==> config.mk <==
export PLATFORM = sky130hd
export DESIGN_NAME = gtr_draw_seq
export DESIGN_NICKNAME = d
export VERILOG_FILES = /design/src/rtl/core/gtr_pkg.sv /design/src/rtl/core/gtr_draw_seq.sv
export SDC_FILE = /design/constraint.sdc
export NUM_CORES = 1
export LEC_CHECK = 0
export BUFFER_PORTS_ARGS = -buffer_cell sky130_fd_sc_hd__buf_2
export CORE_UTILIZATION = 62
export CTS_CLUSTER_SIZE = 25
export DETAILED_ROUTE_END_ITERATION = 10
export PLACE_DENSITY = 0.92
export SLEW_MARGIN = 20
export SYNTH_ARGS = -nofsm -noshare
export SYNTH_HDL_FRONTEND = slang
export SYNTH_SLANG_ARGS = --single-unit
==> constraint.sdc <==
create_clock -name clk -period 14.8 [get_ports clk]
set_input_delay 1.48 -clock clk [delete_from_list [all_inputs] [get_ports clk]]
set_output_delay 1.48 -clock clk [all_outputs]
set_load 0.01 [all_outputs]
==> src/rtl/core/gtr_pkg.sv <==
// Shared types and constants for the glyph text renderer.
`default_nettype none

package gtr_pkg;

  // Fixed field widths
  localparam int FUNC_W      = 2;
  localparam int CHAR_W      = 8;
  localparam int POS_W       = 12;
  localparam int GADDR_W     = 12;
  localparam int GBYTE_W     = 8;
  localparam int PITCH_W     = 14;
  localparam int COLOR_W     = 32;
  localparam int INDEX_W     = 25;
  localparam int CFG_IDX_W   = 2;
  localparam int CFG_DATA_W  = 32;

  // Glyph store geometry
  localparam int STORE_DEPTH = 4096;
  localparam int GLYPH_WIDTH = 8;
  localparam int PAIRS_W     = 2;   // four pixel pairs per glyph row

  // Input word function codes
  localparam logic [FUNC_W-1:0] FUNC_LOAD   = 2'd0;
  localparam logic [FUNC_W-1:0] FUNC_ORIGIN = 2'd1;
  localparam logic [FUNC_W-1:0] FUNC_DRAW   = 2'd2;

  localparam logic [CHAR_W-1:0] NEWLINE_CODE = 8'd10;

  // Configuration register indexes
  localparam logic [CFG_IDX_W-1:0] CFG_PITCH = 2'd0;
  localparam logic [CFG_IDX_W-1:0] CFG_FG    = 2'd1;
  localparam logic [CFG_IDX_W-1:0] CFG_BG    = 2'd2;

  // Register reset values
  localparam logic [PITCH_W-1:0] PITCH_RESET = 14'd1024;
  localparam logic [COLOR_W-1:0] FG_RESET    = 32'hFFFF_FFFF;
  localparam logic [COLOR_W-1:0] BG_RESET    = 32'h0000_0000;

  typedef struct packed {
    logic [FUNC_W-1:0]  func;
    logic [CHAR_W-1:0]  char_code;
    logic [POS_W-1:0]   pos_x;
    logic [POS_W-1:0]   pos_y;
    logic [GADDR_W-1:0] glyph_addr;
    logic [GBYTE_W-1:0] glyph_byte;
  } in_word_t;

  typedef struct packed {
    logic [INDEX_W-1:0] pixel_index;
    logic [COLOR_W-1:0] color_left;
    logic [COLOR_W-1:0] color_right;
    logic               last_of_char;
  } out_word_t;

  typedef struct packed {
    logic [PITCH_W-1:0] pitch_words;
    logic [COLOR_W-1:0] fg_color;
    logic [COLOR_W-1:0] bg_color;
  } cfg_t;

  // Glyph store access from the sequencer
  typedef struct packed {
    logic               we;
    logic [GADDR_W-1:0] waddr;
    logic [GBYTE_W-1:0] wdata;
    logic               re;
    logic [GADDR_W-1:0] raddr;
  } mem_req_t;

endpackage

`default_nettype wire

==> src/rtl/core/gtr_draw_seq.sv <==
// Item decode, cursor state and glyph expansion into pixel-pair words.
`default_nettype none

module gtr_draw_seq #(
  parameter int GLYPH_HEIGHT = 16,
  parameter int GLYPH_COUNT  = 256,
  parameter int COORD_BITS   = 12
) (
  input  wire logic                         clk,
  input  wire logic                         rst,
  input  wire gtr_pkg::cfg_t                cfg,
  input  wire logic                         in_valid,
  output logic                              in_stall,
  input  wire gtr_pkg::in_word_t            in_word,
  output logic                              out_valid,
  input  wire logic                         out_stall,
  output gtr_pkg::out_word_t                out_word,
  output gtr_pkg::mem_req_t                 mem_req,
  input  wire logic [gtr_pkg::GBYTE_W-1:0]  mem_rdata
);
  import gtr_pkg::*;

  localparam int ROW_W  = (GLYPH_HEIGHT > 1) ? $clog2(GLYPH_HEIGHT) : 1;
  localparam int PROD_W = (COORD_BITS + PITCH_W > INDEX_W) ? COORD_BITS + PITCH_W : INDEX_W;
  localparam logic [ROW_W-1:0]   LAST_ROW  = ROW_W'(GLYPH_HEIGHT - 1);
  localparam logic [PAIRS_W-1:0] LAST_PAIR = '1;

  localparam logic [1:0] ST_IDLE  = 2'd0;
  localparam logic [1:0] ST_FETCH = 2'd1;
  localparam logic [1:0] ST_EMIT  = 2'd2;

  // Glyph base address per character code, wrapped at the store depth
  typedef logic [GADDR_W-1:0] base_tab_t [256];

  function automatic base_tab_t build_base_tab();
    base_tab_t t;
    for (int i = 0; i < 256; i++) begin
      t[i] = GADDR_W'((i % GLYPH_COUNT) * GLYPH_HEIGHT);
    end
    return t;
  endfunction

  localparam base_tab_t BASE_TAB = build_base_tab();

  logic [1:0]            state;
  logic [COORD_BITS-1:0] origin_col;
  logic [COORD_BITS-1:0] cursor_col;
  logic [COORD_BITS-1:0] cursor_row;
  logic [GADDR_W-1:0]    base;
  logic [INDEX_W-1:0]    line;
  logic [ROW_W-1:0]      row;
  logic [PAIRS_W-1:0]    pair;

  logic                  accept;
  logic                  load_out;
  logic                  last_row;
  logic [ROW_W-1:0]      row_inc;
  logic [PROD_W-1:0]     prod;
  logic [INDEX_W-1:0]    index_next;
  logic [2:0]            bit_left;
  logic [2:0]            bit_right;

  assign in_stall = (state != ST_IDLE);
  assign accept   = in_valid && (state == ST_IDLE);
  assign load_out = (state == ST_EMIT) && (!out_valid || !out_stall);
  assign last_row = (row == LAST_ROW);
  assign row_inc  = row + 1'b1;

  // Start line of a character: cursor row times pitch
  assign prod = PROD_W'(cursor_row) * PROD_W'(cfg.pitch_words);

  // Pixel pair position and glyph bits, most significant bit leftmost
  assign index_next = line + INDEX_W'(cursor_col) + INDEX_W'({pair, 1'b0});
  assign bit_left   = {~pair, 1'b1};
  assign bit_right  = {~pair, 1'b0};

  // Glyph store requests: loads only in idle, reads only while drawing
  always_comb begin
    mem_req.we    = accept && (in_word.func == FUNC_LOAD);
    mem_req.waddr = in_word.glyph_addr;
    mem_req.wdata = in_word.glyph_byte;
    mem_req.re    = (state == ST_FETCH) ||
                    (load_out && (pair == LAST_PAIR) && !last_row);
    mem_req.raddr = base + GADDR_W'((state == ST_FETCH) ? row : row_inc);
  end

  // Output register
  always_ff @(posedge clk) begin
    if (rst) begin
      out_valid <= 1'b0;
    end else if (load_out) begin
      out_valid <= 1'b1;
    end else if (!out_stall) begin
      out_valid <= 1'b0;
    end
    if (load_out) begin
      out_word.pixel_index  <= index_next;
      out_word.color_left   <= mem_rdata[bit_left]  ? cfg.fg_color : cfg.bg_color;
      out_word.color_right  <= mem_rdata[bit_right] ? cfg.fg_color : cfg.bg_color;
      out_word.last_of_char <= last_row && (pair == LAST_PAIR);
    end
  end

  // Sequencer and cursor state
  always_ff @(posedge clk) begin
    if (rst) begin
      state      <= ST_IDLE;
      origin_col <= '0;
      cursor_col <= '0;
      cursor_row <= '0;
    end else begin
      unique case (state)
        ST_IDLE: begin
          if (accept) begin
            unique case (in_word.func)
              FUNC_ORIGIN: begin
                origin_col <= COORD_BITS'(in_word.pos_x);
                cursor_col <= COORD_BITS'(in_word.pos_x);
                cursor_row <= COORD_BITS'(in_word.pos_y);
              end
              FUNC_DRAW: begin
                if (in_word.char_code == NEWLINE_CODE) begin
                  cursor_col <= origin_col;
                  cursor_row <= cursor_row + COORD_BITS'(GLYPH_HEIGHT);
                end else begin
                  base  <= BASE_TAB[in_word.char_code];
                  line  <= prod[INDEX_W-1:0];
                  row   <= '0;
                  state <= ST_FETCH;
                end
              end
              default: begin
              end
            endcase
          end
        end
        ST_FETCH: begin
          pair  <= '0;
          state <= ST_EMIT;
        end
        ST_EMIT: begin
          if (load_out) begin
            pair <= pair + 1'b1;
            if (pair == LAST_PAIR) begin
              if (last_row) begin
                cursor_col <= cursor_col + COORD_BITS'(GLYPH_WIDTH);
                state      <= ST_IDLE;
              end else begin
                row  <= row_inc;
                line <= line + INDEX_W'(cfg.pitch_words);
              end
            end
          end
        end
        default: begin
          state <= ST_IDLE;
        end
      endcase
    end
  end

  // A fetch is always followed by pair emission
  a_fetch_then_emit: assert property (@(posedge clk) disable iff (rst)
    (state == ST_FETCH) |=> (state == ST_EMIT))
    else $error("fetch not followed by emit");

  // Store is never written while a glyph row is being read
  a_no_rw_overlap: assert property (@(posedge clk) disable iff (rst)
    !(mem_req.we && mem_req.re))
    else $error("glyph store read and write overlap");

  // The final pair of a character ends the draw
  a_last_ends_draw: assert property (@(posedge clk) disable iff (rst)
    (load_out && last_row && (pair == LAST_PAIR)) |=> (state == ST_IDLE))
    else $error("draw did not end after last pair");

  // Finishing a character advances the cursor by one glyph width
  a_cursor_advance: assert property (@(posedge clk) disable iff (rst)
    (load_out && last_row && (pair == LAST_PAIR)) |=>
      (cursor_col == $past(cursor_col) + COORD_BITS'(GLYPH_WIDTH)))
    else $error("cursor did not advance after character");

endmodule

`default_nettype wire

* Word-level counts from Yosys, hierarchy flattened *
Memory sizes are Yosys's and may differ from the RTL's. A register that Yosys moved wholly into a read port is not among the register bits.
Index checks and enable logic that the tools add are counted.

word-level totals
  register bits = 160
  memory bits (read-only) = 3072
  output and inout port bits = 126
  logic and storage cells = 111
  memories = 1

memory list
  memory            words  bits a word  read ports  clocked after Yosys merged registers in  write ports  line                 source
  (name not given)  256    12           1           1                                        0            gtr_draw_seq.sv:126  base <= BASE_TAB[in_word.char_code];

operators by class
  $add $sub $neg = 8
  multiply operators = 1
  magnitude comparators = 2
  eq/ne operators = 18
  mux-type cells = 41
  bitwise operators = 4
  reductions and logical operators = 24

operator list
  cell                                                                   count
  25-bit 2-to-1 mux                                                      6
  12-bit 2-to-1 mux                                                      6
  12-bit one-hot mux with 2 select lines                                 3
  32-bit 2-to-1 mux                                                      2
  25-bit one-hot mux with 2 select lines                                 1
  4-bit 2-to-1 mux                                                       7
  25-bit by 12-bit adder with 25-bit output                              1
  25-bit by 14-bit adder with 25-bit output                              1
  25-bit by 3-bit adder with 25-bit output                               1
  12-bit by 14-bit multiplier with 25-bit output                         1
  2-bit 2-to-1 mux                                                       7
  12-bit by 4-bit adder with 12-bit output                               1
  12-bit by 4-bit adder with 12-bit output, second input constant        1
  12-bit by 5-bit adder with 12-bit output, second input constant        1
  2-bit inequality test, second input constant                           6
  8-bit NOT with 9-bit output                                            1
  8-bit by 4-bit equality test with 1-bit output, second input constant  1
  3-bit by 4-bit < comparator with 1-bit output, second input constant   2
  4-bit one-hot mux with 2 select lines                                  1
  8-bit AND reduction                                                    1
  2-bit nonzero test                                                     4
  7-bit AND reduction                                                    1
  2-bit equality test, second input constant                             3
  1-bit logical AND                                                      6
  20 further kinds                                                       33

* Longest topological paths before layout *
Gate-level depths: netlist of the first run.

  depth in word-level cells = 6
  gate-level depth with buffers = 22

* Worst setup path after synthesis of the first run *
OpenSTA, ideal clock, no wires.

  path kind = input-to-output
  from = input port out_stall
  to = output port mem_req[12] (netlist name)
  arrival time = 6.521 ns
  required time = 13.320 ns
  setup slack = 6.799 ns
  stages on the path = 2
  path buffers = 0
  cell sequence = a21oi_1 > a31o_2

RTL lines
  element             line                source
  start: declaration  gtr_draw_seq.sv:16  input wire logic out_stall,
  end: declaration    gtr_draw_seq.sv:18  output gtr_pkg::mem_req_t mem_req,

* Worst setup path in the final report of the first run *
  from = input port cfg[70] (netlist name)
  to = register line[22], data pin

between the ends
  longest elaborated chain between the ends = 5
  elaborated cells between the ends (all ways) = 9
  those cells by class = add/sub (1); mul (1); mux (7)

RTL lines
  element                                                                                                             line                                      source
  start: declaration                                                                                                  gtr_draw_seq.sv:11                        input wire gtr_pkg::cfg_t cfg,
  12-bit by 14-bit multiplier with 25-bit output / 25-bit by 14-bit adder with 25-bit output (equally long branches)  gtr_draw_seq.sv:70, gtr_draw_seq.sv:150
  25-bit 2-to-1 mux, on equally long branches                                                                         gtr_draw_seq.sv:122, gtr_draw_seq.sv:145
  25-bit 2-to-1 mux, on equally long branches                                                                         gtr_draw_seq.sv:115, gtr_draw_seq.sv:144
  25-bit 2-to-1 mux, on equally long branches                                                                         gtr_draw_seq.sv:114, gtr_draw_seq.sv:142
  25-bit one-hot mux with 2 select lines (*)                                                                          gtr_draw_seq.sv:112                       unique case (state)
  end signal: assignment                                                                                              gtr_draw_seq.sv:127                       line <= prod[INDEX_W-1:0];
  end signal: assignment                                                                                              gtr_draw_seq.sv:150                       line <= line + INDEX_W'(cfg.pitch_words);
  end: declaration                                                                                                    gtr_draw_seq.sv:50                        logic [INDEX_W-1:0] line;

Mark *: on every way between the ends. The rest lies on a longest branch, timed or not. The select of a mux whose other input is x is not followed.
A chain may end at the register's enable or synchronous reset.

==> Implementation_results.wiki, run 1 <==
{| class="wikitable"
! Metric !! Value
|-
| Overall die width || 154.3 µm
|-
| Required time of the critical path || 15.06 ns
|-
| Endpoint of the most critical setup path || line[22]
|-
| Area leader, netlist || sky130_fd_sc_hd__edfxtp_1
|-
| Estimated wirelength of the detail-placed design || 27.47 mm
|-
| EDFF count, synth || 129
|-
| Total of max-cap violations || 0
|-
| Classification of the worst-slack hold path || reg2reg
|-
| Clock-pin slew of the registers on the worst-case setup and hold paths || 0.07 ns
|-
| WHS || 0.4565 ns
|-
| Effective utilization at floorplan || 63.30%
|-
| Number of cells produced by synthesis || 1454
|-
| Routability congestion estimate || 0.9221
|-
| List of most frequent post-synthesis cells || sky130_fd_sc_hd__nand2_1 (202), sky130_fd_sc_hd__inv_1 (185), sky130_fd_sc_hd__edfxtp_1 (129)
|-
| Clock tree buffer depth || 2
|-
| Flop2flop setup slack || 8.87 ns
|-
| PortBufs || 229
|-
| Final hold violation count || 0
|-
| Highest net fanout along the worst path || 13
|-
| Cell area after synthesis || 0.01438 mm²
|-
| Worst R2R End || line[22]
|-
| Headroom to the max-slew limit || 32.25%
|-
| Via count || 11570
|-
| CP startpoint || cfg[70]
|-
| Fraction of registers with async set or reset after synthesis || 0%
|-
| Peak clock frequency supported by timing || 0.1570 GHz
|-
| Cell row count || 55
|-
| Dominant cell by count in the synthesized netlist || sky130_fd_sc_hd__nand2_1
|-
| Layout cells sized above 1 || 21.64%
|-
| Post-route total power || 1.245 mW
|-
| Area inside the core boundary || 0.02271 mm²
|-
| LEAKAGE || 7.230 nW
|-
| Number of resized instances in the post-cts repair step || 0
|-
| Final Max Tran Viols || 0
|-
| Antenna violations before repair || 3
|-
| Io pins || 270
|-
| Iteration-0 DRC Markers || 982
|-
| Proportion of netlist area held by the largest area contributor || 26.95%
|-
| RSZ-0062 raised after global routing || no
|-
| Leading cell types by total area after synthesis || sky130_fd_sc_hd__edfxtp_1 (27%), sky130_fd_sc_hd__fa_1 (17%), sky130_fd_sc_hd__ha_1 (9.1%)
|-
| GR Overflow Total || 0
|-
| TritonCTS clock tree || built
|-
| Seq cells post-synth || 168
|-
| Worst path arrival time || 6.63 ns
|-
| Critical Setup Path Class || in2reg
|-
| Library cell used as clock root buffer || sky130_fd_sc_hd__clkbuf_16
|-
| Number of H-tree branching levels || 4
|-
| Die height || 154.3 µm
|-
| CP Capture Type || flip-flop
|-
| Hold buffers post-CTS || 0
|-
| Post-route DRC violation count || 0
|-
| Accumulated negative setup slack || 0 ns
|-
| Total of endpoints with negative setup slack in the final report || 0
|-
| Number of cells on the worst reg-to-reg path || 17
|-
| Result of the run || finished clean
|-
| Final core utilization || 71.07%
|-
| Worst Clk Skew || 0.01790 ns
|-
| Wire length per cell || 18.98 µm
|-
| Peak supply drop || 0.08579 mV
|-
| Mean post-synth cell area || 9.887 µm²
|-
| Total power divided by cell area || 77.14 mW/mm²
|-
| Start of the worst register-to-register path || cursor_row[6]
|-
| Hold Crit Start || origin_col[10]
|-
| Vias in the first global route || 11630
|-
| Area grow syn2layout || 12.28%
|-
| Later-pin clock latency in the skew report || 0.43 ns
|-
| Total detailed-routing wirelength || 36.52 mm
|-
| Pin count of the biggest net entering global routing || 91
|-
| Overall fraction of global-route tracks in use || 31.52%
|-
| Wire length of the first global-routing pass || 58.44 mm
|-
| Post-layout nets || 1994
|-
| Inserted Clock Buffers || 17
|-
| Critical path launch point type || primary input
|-
| Average vias per placed instance || 6.012
|-
| Actual transition at the worst max-transition pin || 1.009 ns
|-
| Total setup buffers inserted after CTS || 0
|-
| Count of TritonRoute iterations in the first routing pass || 6
|-
| Synthesized net count || 1825
|-
| Synth cell types || 63
|-
| Dominant synthesized flop cell || sky130_fd_sc_hd__edfxtp_1
|-
| Ys Warns || 0
|-
| Final worst path period share || 43.05%
|-
| TritonCTS Sinks || 168
|-
| Sequential element share of the synthesized area || 32.38%
|-
| Post-layout minimum cycle time || 6.371 ns
|-
| Count of antenna-violating nets left after detailed routing || 0
|-
| Floorplan die area || 0.02380 mm²
|}
cell usage in the layout (no fill, tap or decap), types with 4 or more instances in the layout:
cell type and n:
sky130_fd_sc_hd__nand3_1 27, sky130_fd_sc_hd__a21o_1 14, sky130_fd_sc_hd__clkbuf_16 18, sky130_fd_sc_hd__dfxtp_1 39, sky130_fd_sc_hd__a22oi_1 9, sky130_fd_sc_hd__xnor2_1 36, sky130_fd_sc_hd__nor3_1 14, sky130_fd_sc_hd__xor2_1 25
sky130_fd_sc_hd__o22ai_1 5, sky130_fd_sc_hd__nor2_1 89, sky130_fd_sc_hd__o21a_1 6, sky130_fd_sc_hd__o21bai_1 7, sky130_fd_sc_hd__buf_2 229, sky130_fd_sc_hd__nand4_1 8, sky130_fd_sc_hd__inv_1 185, sky130_fd_sc_hd__o21ai_0 41
sky130_fd_sc_hd__and3_1 11, sky130_fd_sc_hd__fa_1 123, sky130_fd_sc_hd__a211oi_1 13, sky130_fd_sc_hd__a311oi_1 6, sky130_fd_sc_hd__inv_8 4, sky130_fd_sc_hd__nand2_1 202, sky130_fd_sc_hd__o211ai_1 4, sky130_fd_sc_hd__ha_1 103
sky130_fd_sc_hd__nand2b_1 13, sky130_fd_sc_hd__and2_1 60, sky130_fd_sc_hd__edfxtp_1 129, sky130_fd_sc_hd__mux2_2 67, sky130_fd_sc_hd__o31ai_1 7, sky130_fd_sc_hd__mux2i_1 14, sky130_fd_sc_hd__inv_6 4, sky130_fd_sc_hd__a31oi_1 5
sky130_fd_sc_hd__or3_1 4, sky130_fd_sc_hd__a21oi_1 59
routing by layer:
layer | track usage [%] | vias up | part of all wire (%)
met4 | 18.20 | 0 | 4.8
met5 | 0 | - | 0
met3 | 5.800 | 122 | 8.3
met1 | 35.94 | 5608 | 36
met2 | 55.71 | 658 | 51
li1 | - | 5179 | -
state kept, by name, summed over array words and instances, names as in the netlist:
register / count
pair: 2
cursor_col: 12
line: 25
out_word: 90
base: 8
origin_col: 12
cursor_row: 12
row: 4
state: 2
out_valid: 1
worst min-delay path by stage:
stage	end	slack (ns)	depth (start not counted)
CTS	origin_col[10]	0.46	2
global route	origin_col[10]	0.47	2
global placement	origin_col[3]	0.44	2
floorplan	origin_col[3]	0.43	2
detailed placement	origin_col[10]	0.45	2
finish	origin_col[10]	0.46	2
area by class of cell:
| cell class | count | area, µm² |
|---|---|---|
| fillers | 1571 | 6569 |
| clock inverters | 13 | 125.1 |
| multi-input cells | 1018 | 8658 |
| inverters | 185 | 694.4 |
| clock buffers | 19 | 464.2 |
| flip-flops and latches | 168 | 4654 |
| diodes | 3 | 7.507 |
| well taps | 285 | 356.6 |
| repair buffers | 233 | 1180 |
where the power goes:
| part | total [mW] | internal, mW | switching [mW] |
|---|---|---|---|
| clock | 0.438 | 0.238 | 0.200 |
| combinational | 0.262 | 0.109 | 0.153 |
| sequential | 0.545 | 0.528 | 0.0171 |
logic make-up (layout without fill, tap and decap cells):
kind of cell / after synthesis / in the layout / synth area share, %
multiplexers: 83 / 83 / 6.537
adder cells (fa/ha/maj): 227 / 227 / 26.18
flip-flops: 168 / 168 / 32.38
AND/OR/NAND/NOR: 440 / 440 / 13.85
other: 0 / 3 / 0
AO/OA/AOI/OAI: 207 / 207 / 9.748
XOR/XNOR: 61 / 61 / 3.717
buffers and inverters: 268 / 450 / 7.590
per-stage QoR:
step	setup slack [ns]	std cells	cell area, µm²
finish	8.429	1924	16140
global placement	8.200	1889	15540
global route	8.181	1924	16140
detailed placement	8.000	1889	15540
CTS	8.453	1921	16130
floorplan	6.799	1454	14380
worst max-delay path, stage by stage:
cell	delay, ns
sky130_fd_sc_hd__buf_2	0.25
sky130_fd_sc_hd__nand2_1	0.13
sky130_fd_sc_hd__fa_1	0.58
sky130_fd_sc_hd__inv_1	0.06
sky130_fd_sc_hd__fa_1	0.50
sky130_fd_sc_hd__fa_1	0.53
sky130_fd_sc_hd__fa_1	0.55
sky130_fd_sc_hd__inv_1	0.06
sky130_fd_sc_hd__fa_1	0.53
sky130_fd_sc_hd__inv_1	0.05
sky130_fd_sc_hd__ha_1	0.39
sky130_fd_sc_hd__nand2_1	0.14
sky130_fd_sc_hd__a2111oi_2	0.35
sky130_fd_sc_hd__o21bai_1	0.16
sky130_fd_sc_hd__a311oi_1	0.40
sky130_fd_sc_hd__mux2i_1	0.23
sky130_fd_sc_hd__nor2_1	0.06
sky130_fd_sc_hd__a211oi_1	0.18
Note: power is estimated with default switching activity, not from simulation.
==> run 2: changes to the inputs <==
Settings changed: ABC_AREA set to 1, CORE_UTILIZATION 62 to 53, PLACE_DENSITY 0.92 to 0.83.
Clock period 14.8 ns to 5.2 ns, I/O delays scaled along.
==> Implementation_results.wiki, run 2 <==
{| class="wikitable"
! Metric !! Value
|-
| Seq cells post-synth || 168 (unchanged)
|-
| Total power divided by cell area || 336.2 mW/mm² (+340%)
|-
| Floorplan die area || 0.02999 mm² (+26%)
|-
| List of most frequent post-synthesis cells || sky130_fd_sc_hd__nand2_1 (592), sky130_fd_sc_hd__inv_1 (408), sky130_fd_sc_hd__o21ai_0 (130)
|-
| Critical Setup Path Class || reg2reg
|-
| Dominant synthesized flop cell || sky130_fd_sc_hd__edfxtp_1
|-
| Peak supply drop || 0.2573 mV (+200%)
|-
| Wire length per cell || 15.05 µm (-21%)
|-
| WHS || 0.2716 ns (-0.1849 ns)
|-
| Number of cells produced by synthesis || 2030 (+40%)
|-
| Area inside the core boundary || 0.02878 mm² (+27%)
|-
| Inserted Clock Buffers || 17 (unchanged)
|-
| Overall die width || 173.2 µm (+12%)
|-
| Maximum single-stage delay on the critical path || 0.54 ns (-0.04 ns)
|-
| Overall fraction of global-route tracks in use || 26.93% (-4.6 points)
|-
| Iteration-0 DRC Markers || 922 (-6.1%)
|-
| Synth cell types || 47 (-25%)
|-
| Final worst path period share || 95.60%
|-
| Post-route DRC violation count || 0 (unchanged)
|-
| Crit path buffers/inverters || 5 (+1)
|-
| Wire length of the first global-routing pass || 64.76 mm (+11%)
|-
| Dominant cell by count in the synthesized netlist || sky130_fd_sc_hd__nand2_1
|-
| PortBufs || 229 (unchanged)
|-
| Clock tree buffer depth || 2 (unchanged)
|-
| Hold buffers post-CTS || 0 (unchanged)
|-
| Classification of the worst-slack hold path || in2reg
|-
| Via count || 13700 (+18%)
|-
| Largest Register || out_word
|-
| Final hold violation count || 0 (unchanged)
|-
| Fraction of registers with async set or reset after synthesis || 0% (unchanged)
|-
| Result of the run || finished clean
|-
| Critical path launch point type || flip-flop
|-
| GR Overflow Total || 0 (unchanged)
|-
| Required time of the critical path || 5.39 ns (-9.67 ns)
|-
| Actual transition at the worst max-transition pin || 1.099 ns (+0.09089 ns)
|-
| Leading cell types by total area after synthesis || sky130_fd_sc_hd__edfxtp_1 (25%), sky130_fd_sc_hd__fa_1 (16%), sky130_fd_sc_hd__nand2_1 (14%)
|-
| Crit-path cells || buf_4 -> nand2_1 -> fa_1 -> fa_1 -> inv_1 -> fa_1 -> fa_1 -> inv_1 -> fa_1 -> inv_1 -> ha_1 -> nand2_1 -> inv_1 -> a21oi_1 -> nand3_1 -> nand2_1 -> nand3_1 -> nand3_1 -> nand2_1
|-
| Peak clock frequency supported by timing || 0.2012 GHz
|-
| Library cell used as clock root buffer || sky130_fd_sc_hd__clkbuf_16
|-
| Cell Area, Placed || 0.01699 mm² (+9.4%)
|-
| Design Area, Final || 0.01757 mm² (+8.9%)
|-
| Library cell contributing the largest single delay on the critical path || sky130_fd_sc_hd__fa_1
|-
| Mean post-synth cell area || 7.649 µm² (-23%)
|-
| Clock-pin slew of the registers on the worst-case setup and hold paths || 0.07 ns (about the same)
|-
| Die height || 173.2 µm (+12%)
|-
| Most common cell after layout, fill and taps aside || sky130_fd_sc_hd__nand2_1
|-
| CP Capture Type || flip-flop
|-
| Io pins || 270 (unchanged)
|-
| Hold Crit Start || in_word[46]
|-
| Number of H-tree branching levels || 4 (unchanged)
|-
| Effective utilization at floorplan || 53.95% (-9.3 points)
|-
| Family with the most delay on the worst path || adder cells
|-
| Area grow syn2layout || 13.15%
|-
| Total of max-cap violations || 0 (unchanged)
|-
| Total detailed-routing wirelength || 39.50 mm (+8.2%)
|-
| EDFF count, synth || 129 (unchanged)
|-
| Proportion of netlist area held by the largest area contributor || 24.95% (-2.0 points)
|-
| Post-route total power || 5.907 mW (+370%)
|-
| Max FFs per register || 90 (unchanged)
|-
| Largest regs || out_word (90), line (25)
|-
| TritonCTS Sinks || 168 (unchanged)
|-
| TritonCTS clock tree || built
|-
| Pin count of the biggest net entering global routing || 65 (-29%)
|-
| Synthesized net count || 2401 (+32%)
|-
| RSZ-0062 raised after global routing || no
|-
| LEAKAGE || 9.233 nW (+28%)
|-
| Vias in the first global route || 13620 (+17%)
|-
| Flop2flop setup slack || 0.23 ns (-8.64 ns)
|-
| Cell row count || 62 (+13%)
|-
| Post-layout nets || 2598 (+30%)
|-
| Crit path top cell by count || sky130_fd_sc_hd__fa_1
|-
| Worst Clk Skew || 0.008968 ns (-0.008936 ns)
|-
| Final Max Tran Viols || 0 (unchanged)
|-
| Estimated wirelength of the detail-placed design || 31.95 mm (+16%)
|-
| Average vias per placed instance || 5.218 (-13%)
|-
| Count of TritonRoute iterations in the first routing pass || 5 (-1)
|-
| Post-layout minimum cycle time || 4.971 ns
|-
| Start of the worst register-to-register path || cursor_row[5]
|-
| Cell area after synthesis || 0.01553 mm² (+8.0%)
|-
| Headroom to the max-slew limit || 26.14% (-6.1 points)
|-
| Ys Warns || 0 (unchanged)
|-
| Routability congestion estimate || 0.9622 (+4.3%)
|-
| Total of endpoints with negative setup slack in the final report || 0 (unchanged)
|-
| Highest net fanout along the worst path || 8 (-5)
|-
| Most frequent cells in the layout || sky130_fd_sc_hd__nand2_1 (592), sky130_fd_sc_hd__inv_1 (408), sky130_fd_sc_hd__buf_2 (229)
|-
| Layout cells sized above 1 || 15.67% (-6.0 points)
|-
| Worst path arrival time || 5.16 ns (-1.47 ns)
|-
| Later-pin clock latency in the skew report || 0.43 ns (about the same)
|-
| CP startpoint || cursor_row[5]
|-
| Sequential element share of the synthesized area || 29.98% (-2.4 points)
|-
| Antenna violations before repair || 1 (-2)
|-
| Count of antenna-violating nets left after detailed routing || 0 (unchanged)
|-
| Area leader, netlist || sky130_fd_sc_hd__edfxtp_1
|}
==> run 2: cell count changes in the layout (fill, tap and decap cells not counted), moves of 28 or more <==
cell	previous run	this run
sky130_fd_sc_hd__buf_4	3	35
sky130_fd_sc_hd__nand3_1	27	91
sky130_fd_sc_hd__nand2_1	202	592
sky130_fd_sc_hd__mux2_2	67	0
sky130_fd_sc_hd__o21ai_0	41	130
sky130_fd_sc_hd__xnor2_1	36	8
sky130_fd_sc_hd__inv_1	185	408
sky130_fd_sc_hd__and2_1	60	2
==> run 2: worst paths after layout <==
kind / cells past startpoint / to
worst min-delay path: 1 / base[6]
worst min register to register: 2 / origin_col[4]
worst max-delay path: 19 / line[21]
worst max register to register: 19 / line[21]
==> run 2: logic make-up after synthesis <==
| group | Yosys count | synth area share, % |
|---|---|---|
| AOI/OAI and AO/OA | 237 | 8.074 |
| xor gates and xnor gates | 31 | 1.749 |
| adders and majority gates | 227 | 24.24 |
| buffers and inverters | 506 | 13.07 |
| DFF | 168 | 29.98 |
| and+or+nand+nor | 861 | 22.89 |
==> run 2: power breakdown <==
| part | switching [mW] | internal [mW] |
|---|---|---|
| sequential | 0.172 | 1.87 |
| clock | 0.541 | 0.613 |
| combinational | 1.77 | 0.941 |
| total | 2.49 | 3.42 |
==> run 2: through the flow <==
step	setup WS [ns]	TNS [ns]	utilization, %	cells
2_1_floorplan	0.2017	0	-	2030
3_3_place_gp	0.04855	0	59.04	2592
3_5_place_dp	-0.02418	-0.03960	59.04	2592
4_1_cts	0.1156	0	60.87	2624
5_1_grt	0.008838	0	61.05	2625
6_report	0.2288	0	61.05	2625
==> run 2: cell type report <==
class	instances	area, µm²
Antenna cell	1	2.502
Clock inverter	14	97.59
Sequential cell	168	4671
Tap cell	384	480.5
Timing Repair Buffer	267	1443
Clock buffer	18	429.2
Inverter	417	1565
Multi-Input combinational cell	1356	8881
Fill cell	2569	11210
==> run 2: what timing repair did <==
| action | in CTS | in global routing |
|---|---|---|
| buffers inserted | 0 | 0 |
| endpoints found under the setup margin | 0 | 10 |
| gates resized for setup | 0 | 17 |
==> run 2: worst reg2reg max path, cell delays in order (launching register included) <==
cell                      delay (ns)
sky130_fd_sc_hd__dfxtp_2        0.39
sky130_fd_sc_hd__buf_4          0.18
sky130_fd_sc_hd__nand2_1        0.09
sky130_fd_sc_hd__fa_1           0.51
sky130_fd_sc_hd__fa_1           0.53
sky130_fd_sc_hd__inv_1          0.05
sky130_fd_sc_hd__fa_1           0.47
sky130_fd_sc_hd__fa_1           0.54
sky130_fd_sc_hd__inv_1          0.05
sky130_fd_sc_hd__fa_1           0.53
sky130_fd_sc_hd__inv_1          0.04
sky130_fd_sc_hd__ha_1           0.35
sky130_fd_sc_hd__nand2_1        0.15
sky130_fd_sc_hd__inv_1          0.05
sky130_fd_sc_hd__a21oi_1        0.21
sky130_fd_sc_hd__nand3_1        0.19
sky130_fd_sc_hd__nand2_1        0.12
sky130_fd_sc_hd__nand3_1        0.07
sky130_fd_sc_hd__nand3_1        0.12
sky130_fd_sc_hd__nand2_1        0.07
==> run 2: layer usage <==
metal	track usage [%]	part of all wire [%]	vias up
met5	0	0	-
met4	12.21	3.6	0
met3	3.298	5.6	95
met2	48.24	50	490
met1	32.33	41	6450
li1	-	-	6661
==> run 3: changes to the inputs <==
Clock period 5.2 ns to 4.45 ns, I/O delays scaled along.
==> Implementation_results.wiki, run 3 (synthesized netlist as in run 2, its figures left out) <==
{| class="wikitable"
! Metric !! Value
|-
| Result of the run || complete, but fails checks
|-
| Violated checks || setup timing
|-
| Sequential cell area in the final layout || 0.004684 mm² (+0.29%)
|-
| Peak clock frequency supported by timing || 0.2197 GHz (+9.2%)
|-
| Post-route DRC violation count || 0 (unchanged)
|-
| Count of TritonRoute iterations in the first routing pass || 6 (+1)
|-
| Most frequent cells in the layout || sky130_fd_sc_hd__nand2_1 (542), sky130_fd_sc_hd__inv_1 (377), sky130_fd_sc_hd__buf_2 (229)
|-
| Clock-pin slew of the registers on the worst-case setup and hold paths || 0.08 ns (about the same)
|-
| Overall fraction of global-route tracks in use || 28.10% (+1.2 points)
|-
| Floorplan die area || 0.02999 mm² (unchanged)
|-
| Post-layout minimum cycle time || 4.552 ns (-0.4193 ns)
|-
| Total area of multi-input combinational cells || 0.009444 mm² (+6.3%)
|-
| Accumulated negative setup slack || -0.8143 ns (-0.8143 ns)
|-
| Min setup slack post-route || -0.1019 ns (-0.3307 ns)
|-
| Later-pin clock latency in the skew report || 0.44 ns (about the same)
|-
| GR Overflow Total || 0 (unchanged)
|-
| Wire length of the first global-routing pass || 67.83 mm (+4.7%)
|-
| Design Area, Final || 0.01892 mm² (+7.7%)
|-
| Clock tree buffer depth || 2 (unchanged)
|-
| Library cell used as clock root buffer || sky130_fd_sc_hd__clkbuf_16
|-
| Total power divided by cell area || 406.4 mW/mm² (+21%)
|-
| Inserted Clock Buffers || 17 (unchanged)
|-
| Most common cell after layout, fill and taps aside || sky130_fd_sc_hd__nand2_1
|-
| Area grow syn2layout || 21.83%
|-
| Iteration-0 DRC Markers || 1170 (+27%)
|-
| CP Capture Type || flip-flop
|-
| Peak supply drop || 0.2773 mV (+7.8%)
|-
| Die height || 173.2 µm (unchanged)
|-
| Hold buffers post-CTS || 0 (unchanged)
|-
| Maximum single-stage delay on the critical path || 0.52 ns (-0.02 ns)
|-
| Estimated wirelength of the detail-placed design || 32.41 mm (+1.4%)
|-
| Number of fill cells in the layout || 2272 (-12%)
|-
| Total of endpoints with negative setup slack in the final report || 13 (+13)
|-
| Largest Register || out_word
|-
| Worst Clk Skew || 0.01003 ns (+0.001058 ns)
|-
| Area inside the core boundary || 0.02878 mm² (unchanged)
|-
| Routability congestion estimate || 0.9428 (-2.0%)
|-
| LEAKAGE || 9.802 nW (+6.2%)
|-
| Effective utilization at floorplan || 53.95% (unchanged)
|-
| Io pins || 270 (unchanged)
|-
| Critical Setup Path Class || reg2reg
|-
| Via count || 14340 (+4.7%)
|-
| Final core utilization || 65.73% (+4.7 points)
|-
| Pin count of the biggest net entering global routing || 65 (unchanged)
|-
| Max FFs per register || 90 (unchanged)
|-
| Total of max-cap violations || 0 (unchanged)
|-
| Headroom to the max-slew limit || 35.52% (+9.4 points)
|-
| RSZ-0062 raised after global routing || yes
|-
| Count of antenna-violating nets left after detailed routing || 0 (unchanged)
|-
| Average vias per placed instance || 5.310 (+1.8%)
|-
| Wire length per cell || 15.46 µm (+2.7%)
|-
| Actual transition at the worst max-transition pin || 0.9597 ns (-0.1397 ns)
|-
| Number of H-tree branching levels || 4 (unchanged)
|-
| Post-layout nets || 2674 (+2.9%)
|-
| Cell row count || 62 (unchanged)
|-
| PortBufs || 229 (unchanged)
|-
| Highest net fanout along the worst path || 6 (-2)
|-
| Required time of the critical path || 4.65 ns (-0.74 ns)
|-
| Worst path arrival time || 4.75 ns (-0.41 ns)
|-
| Crit-path cells || buf_6 -> nand2_4 -> fa_1 -> inv_1 -> fa_1 -> inv_2 -> fa_1 -> inv_1 -> fa_1 -> inv_2 -> fa_1 -> inv_2 -> ha_4 -> a21oi_2 -> nor2_1 -> nor2_1 -> nor2_1 -> nor2_2 -> nand3_1 -> nand3_1 -> nand2_1
|-
| WHS || 0.2072 ns (-0.06436 ns)
|-
| Final worst path period share || 102.3% (+6.7 points)
|-
| Antenna violations before repair || 1 (unchanged)
|-
| Critical path launch point type || flip-flop
|-
| Crit path top cell by count || sky130_fd_sc_hd__fa_1
|-
| Final Max Tran Viols || 0 (unchanged)
|-
| Vias in the first global route || 14200 (+4.3%)
|-
| Dpl ws || -0.4299 ns (-0.4058 ns)
|-
| Largest regs || out_word (90), line (25)
|-
| Family with the most delay on the worst path || adder cells
|-
| Layout cells sized above 1 || 24.57% (+8.9 points)
|-
| Final hold violation count || 0 (unchanged)
|-
| Overall die width || 173.2 µm (unchanged)
|-
| Classification of the worst-slack hold path || in2reg
|-
| Crit path buffers/inverters || 6 (+1)
|-
| TritonCTS Sinks || 168 (unchanged)
|-
| Library cell contributing the largest single delay on the critical path || sky130_fd_sc_hd__fa_1
|-
| Cell Area, Placed || 0.01761 mm² (+3.7%)
|-
| TritonCTS clock tree || built
|-
| Total detailed-routing wirelength || 41.75 mm (+5.7%)
|}
==> run 3: cell types whose count changed in the layout (fill, tap and decap cells not counted), moves of 10 or more <==
cell / delta
sky130_fd_sc_hd__nor2_1: -12
sky130_fd_sc_hd__nand2_1: -50
sky130_fd_sc_hd__ha_4: +13
sky130_fd_sc_hd__a21oi_1: -10
sky130_fd_sc_hd__nand2_2: +39
sky130_fd_sc_hd__ha_1: -12
sky130_fd_sc_hd__buf_4: +63
sky130_fd_sc_hd__inv_2: +29
sky130_fd_sc_hd__inv_1: -31
sky130_fd_sc_hd__nand2_4: +11
==> run 3: final cells by class <==
type | count | share of cell area (%)
Antenna cell | 1 | 0.01323
Clock buffer | 17 | 2.249
Clock inverter | 15 | 0.9855
Inverter | 417 | 8.301
Multi-Input combinational cell | 1356 | 49.92
Sequential cell | 168 | 24.76
Tap cell | 384 | 2.540
Timing Repair Buffer | 343 | 11.22
==> run 3: final timing paths <==
| check | startpoint | end | slack, ns | depth (start not counted) |
|---|---|---|---|---|
| worst min-delay path | in_word[46] | base[6] | 0.21 | 1 |
| worst max-delay path | cursor_row[5] | line[24] | -0.10 | 21 |
| worst min register to register | origin_col[4] | origin_col[4] | 0.45 | 2 |
| worst max register to register | cursor_row[5] | line[24] | -0.10 | 21 |
==> run 3: layer usage <==
metal  routed length, µm  part of all wire (%)  GRT usage (%)  up-vias
met5                   0                     0              0        -
met4                1491                   3.6          11.73        0
met3                2621                   6.3          3.386      107
met2               20940                    50          50.54      590
met1               16690                    40          33.98     6829
li1                    -                     -              -     6815
==> run 3: metrics by stage <==
stage | instances | power, mW
global route | 2701 | 8.195
global placement | 2648 | 5.697
finish | 2701 | 7.688
floorplan | 2030 | 4.759
CTS | 2696 | 7.517
detailed placement | 2648 | 5.826
==> run 3: power by group <==
group | internal [mW] | leakage, nW | total [mW] | switching, mW
sequential | 2.18 | 1.52 | 2.37 | 0.195
clock | 0.769 | 0.298 | 1.52 | 0.748
combinational | 1.46 | 7.99 | 3.80 | 2.34
==> run 3: timing repair <==
item	CTS	global route
endpoints found under the hold margin	0	0
setup buffers	16	3
resized for setup	76	88
pin swaps	28	35
cloned	0	1
setup endpoints to repair	16	18
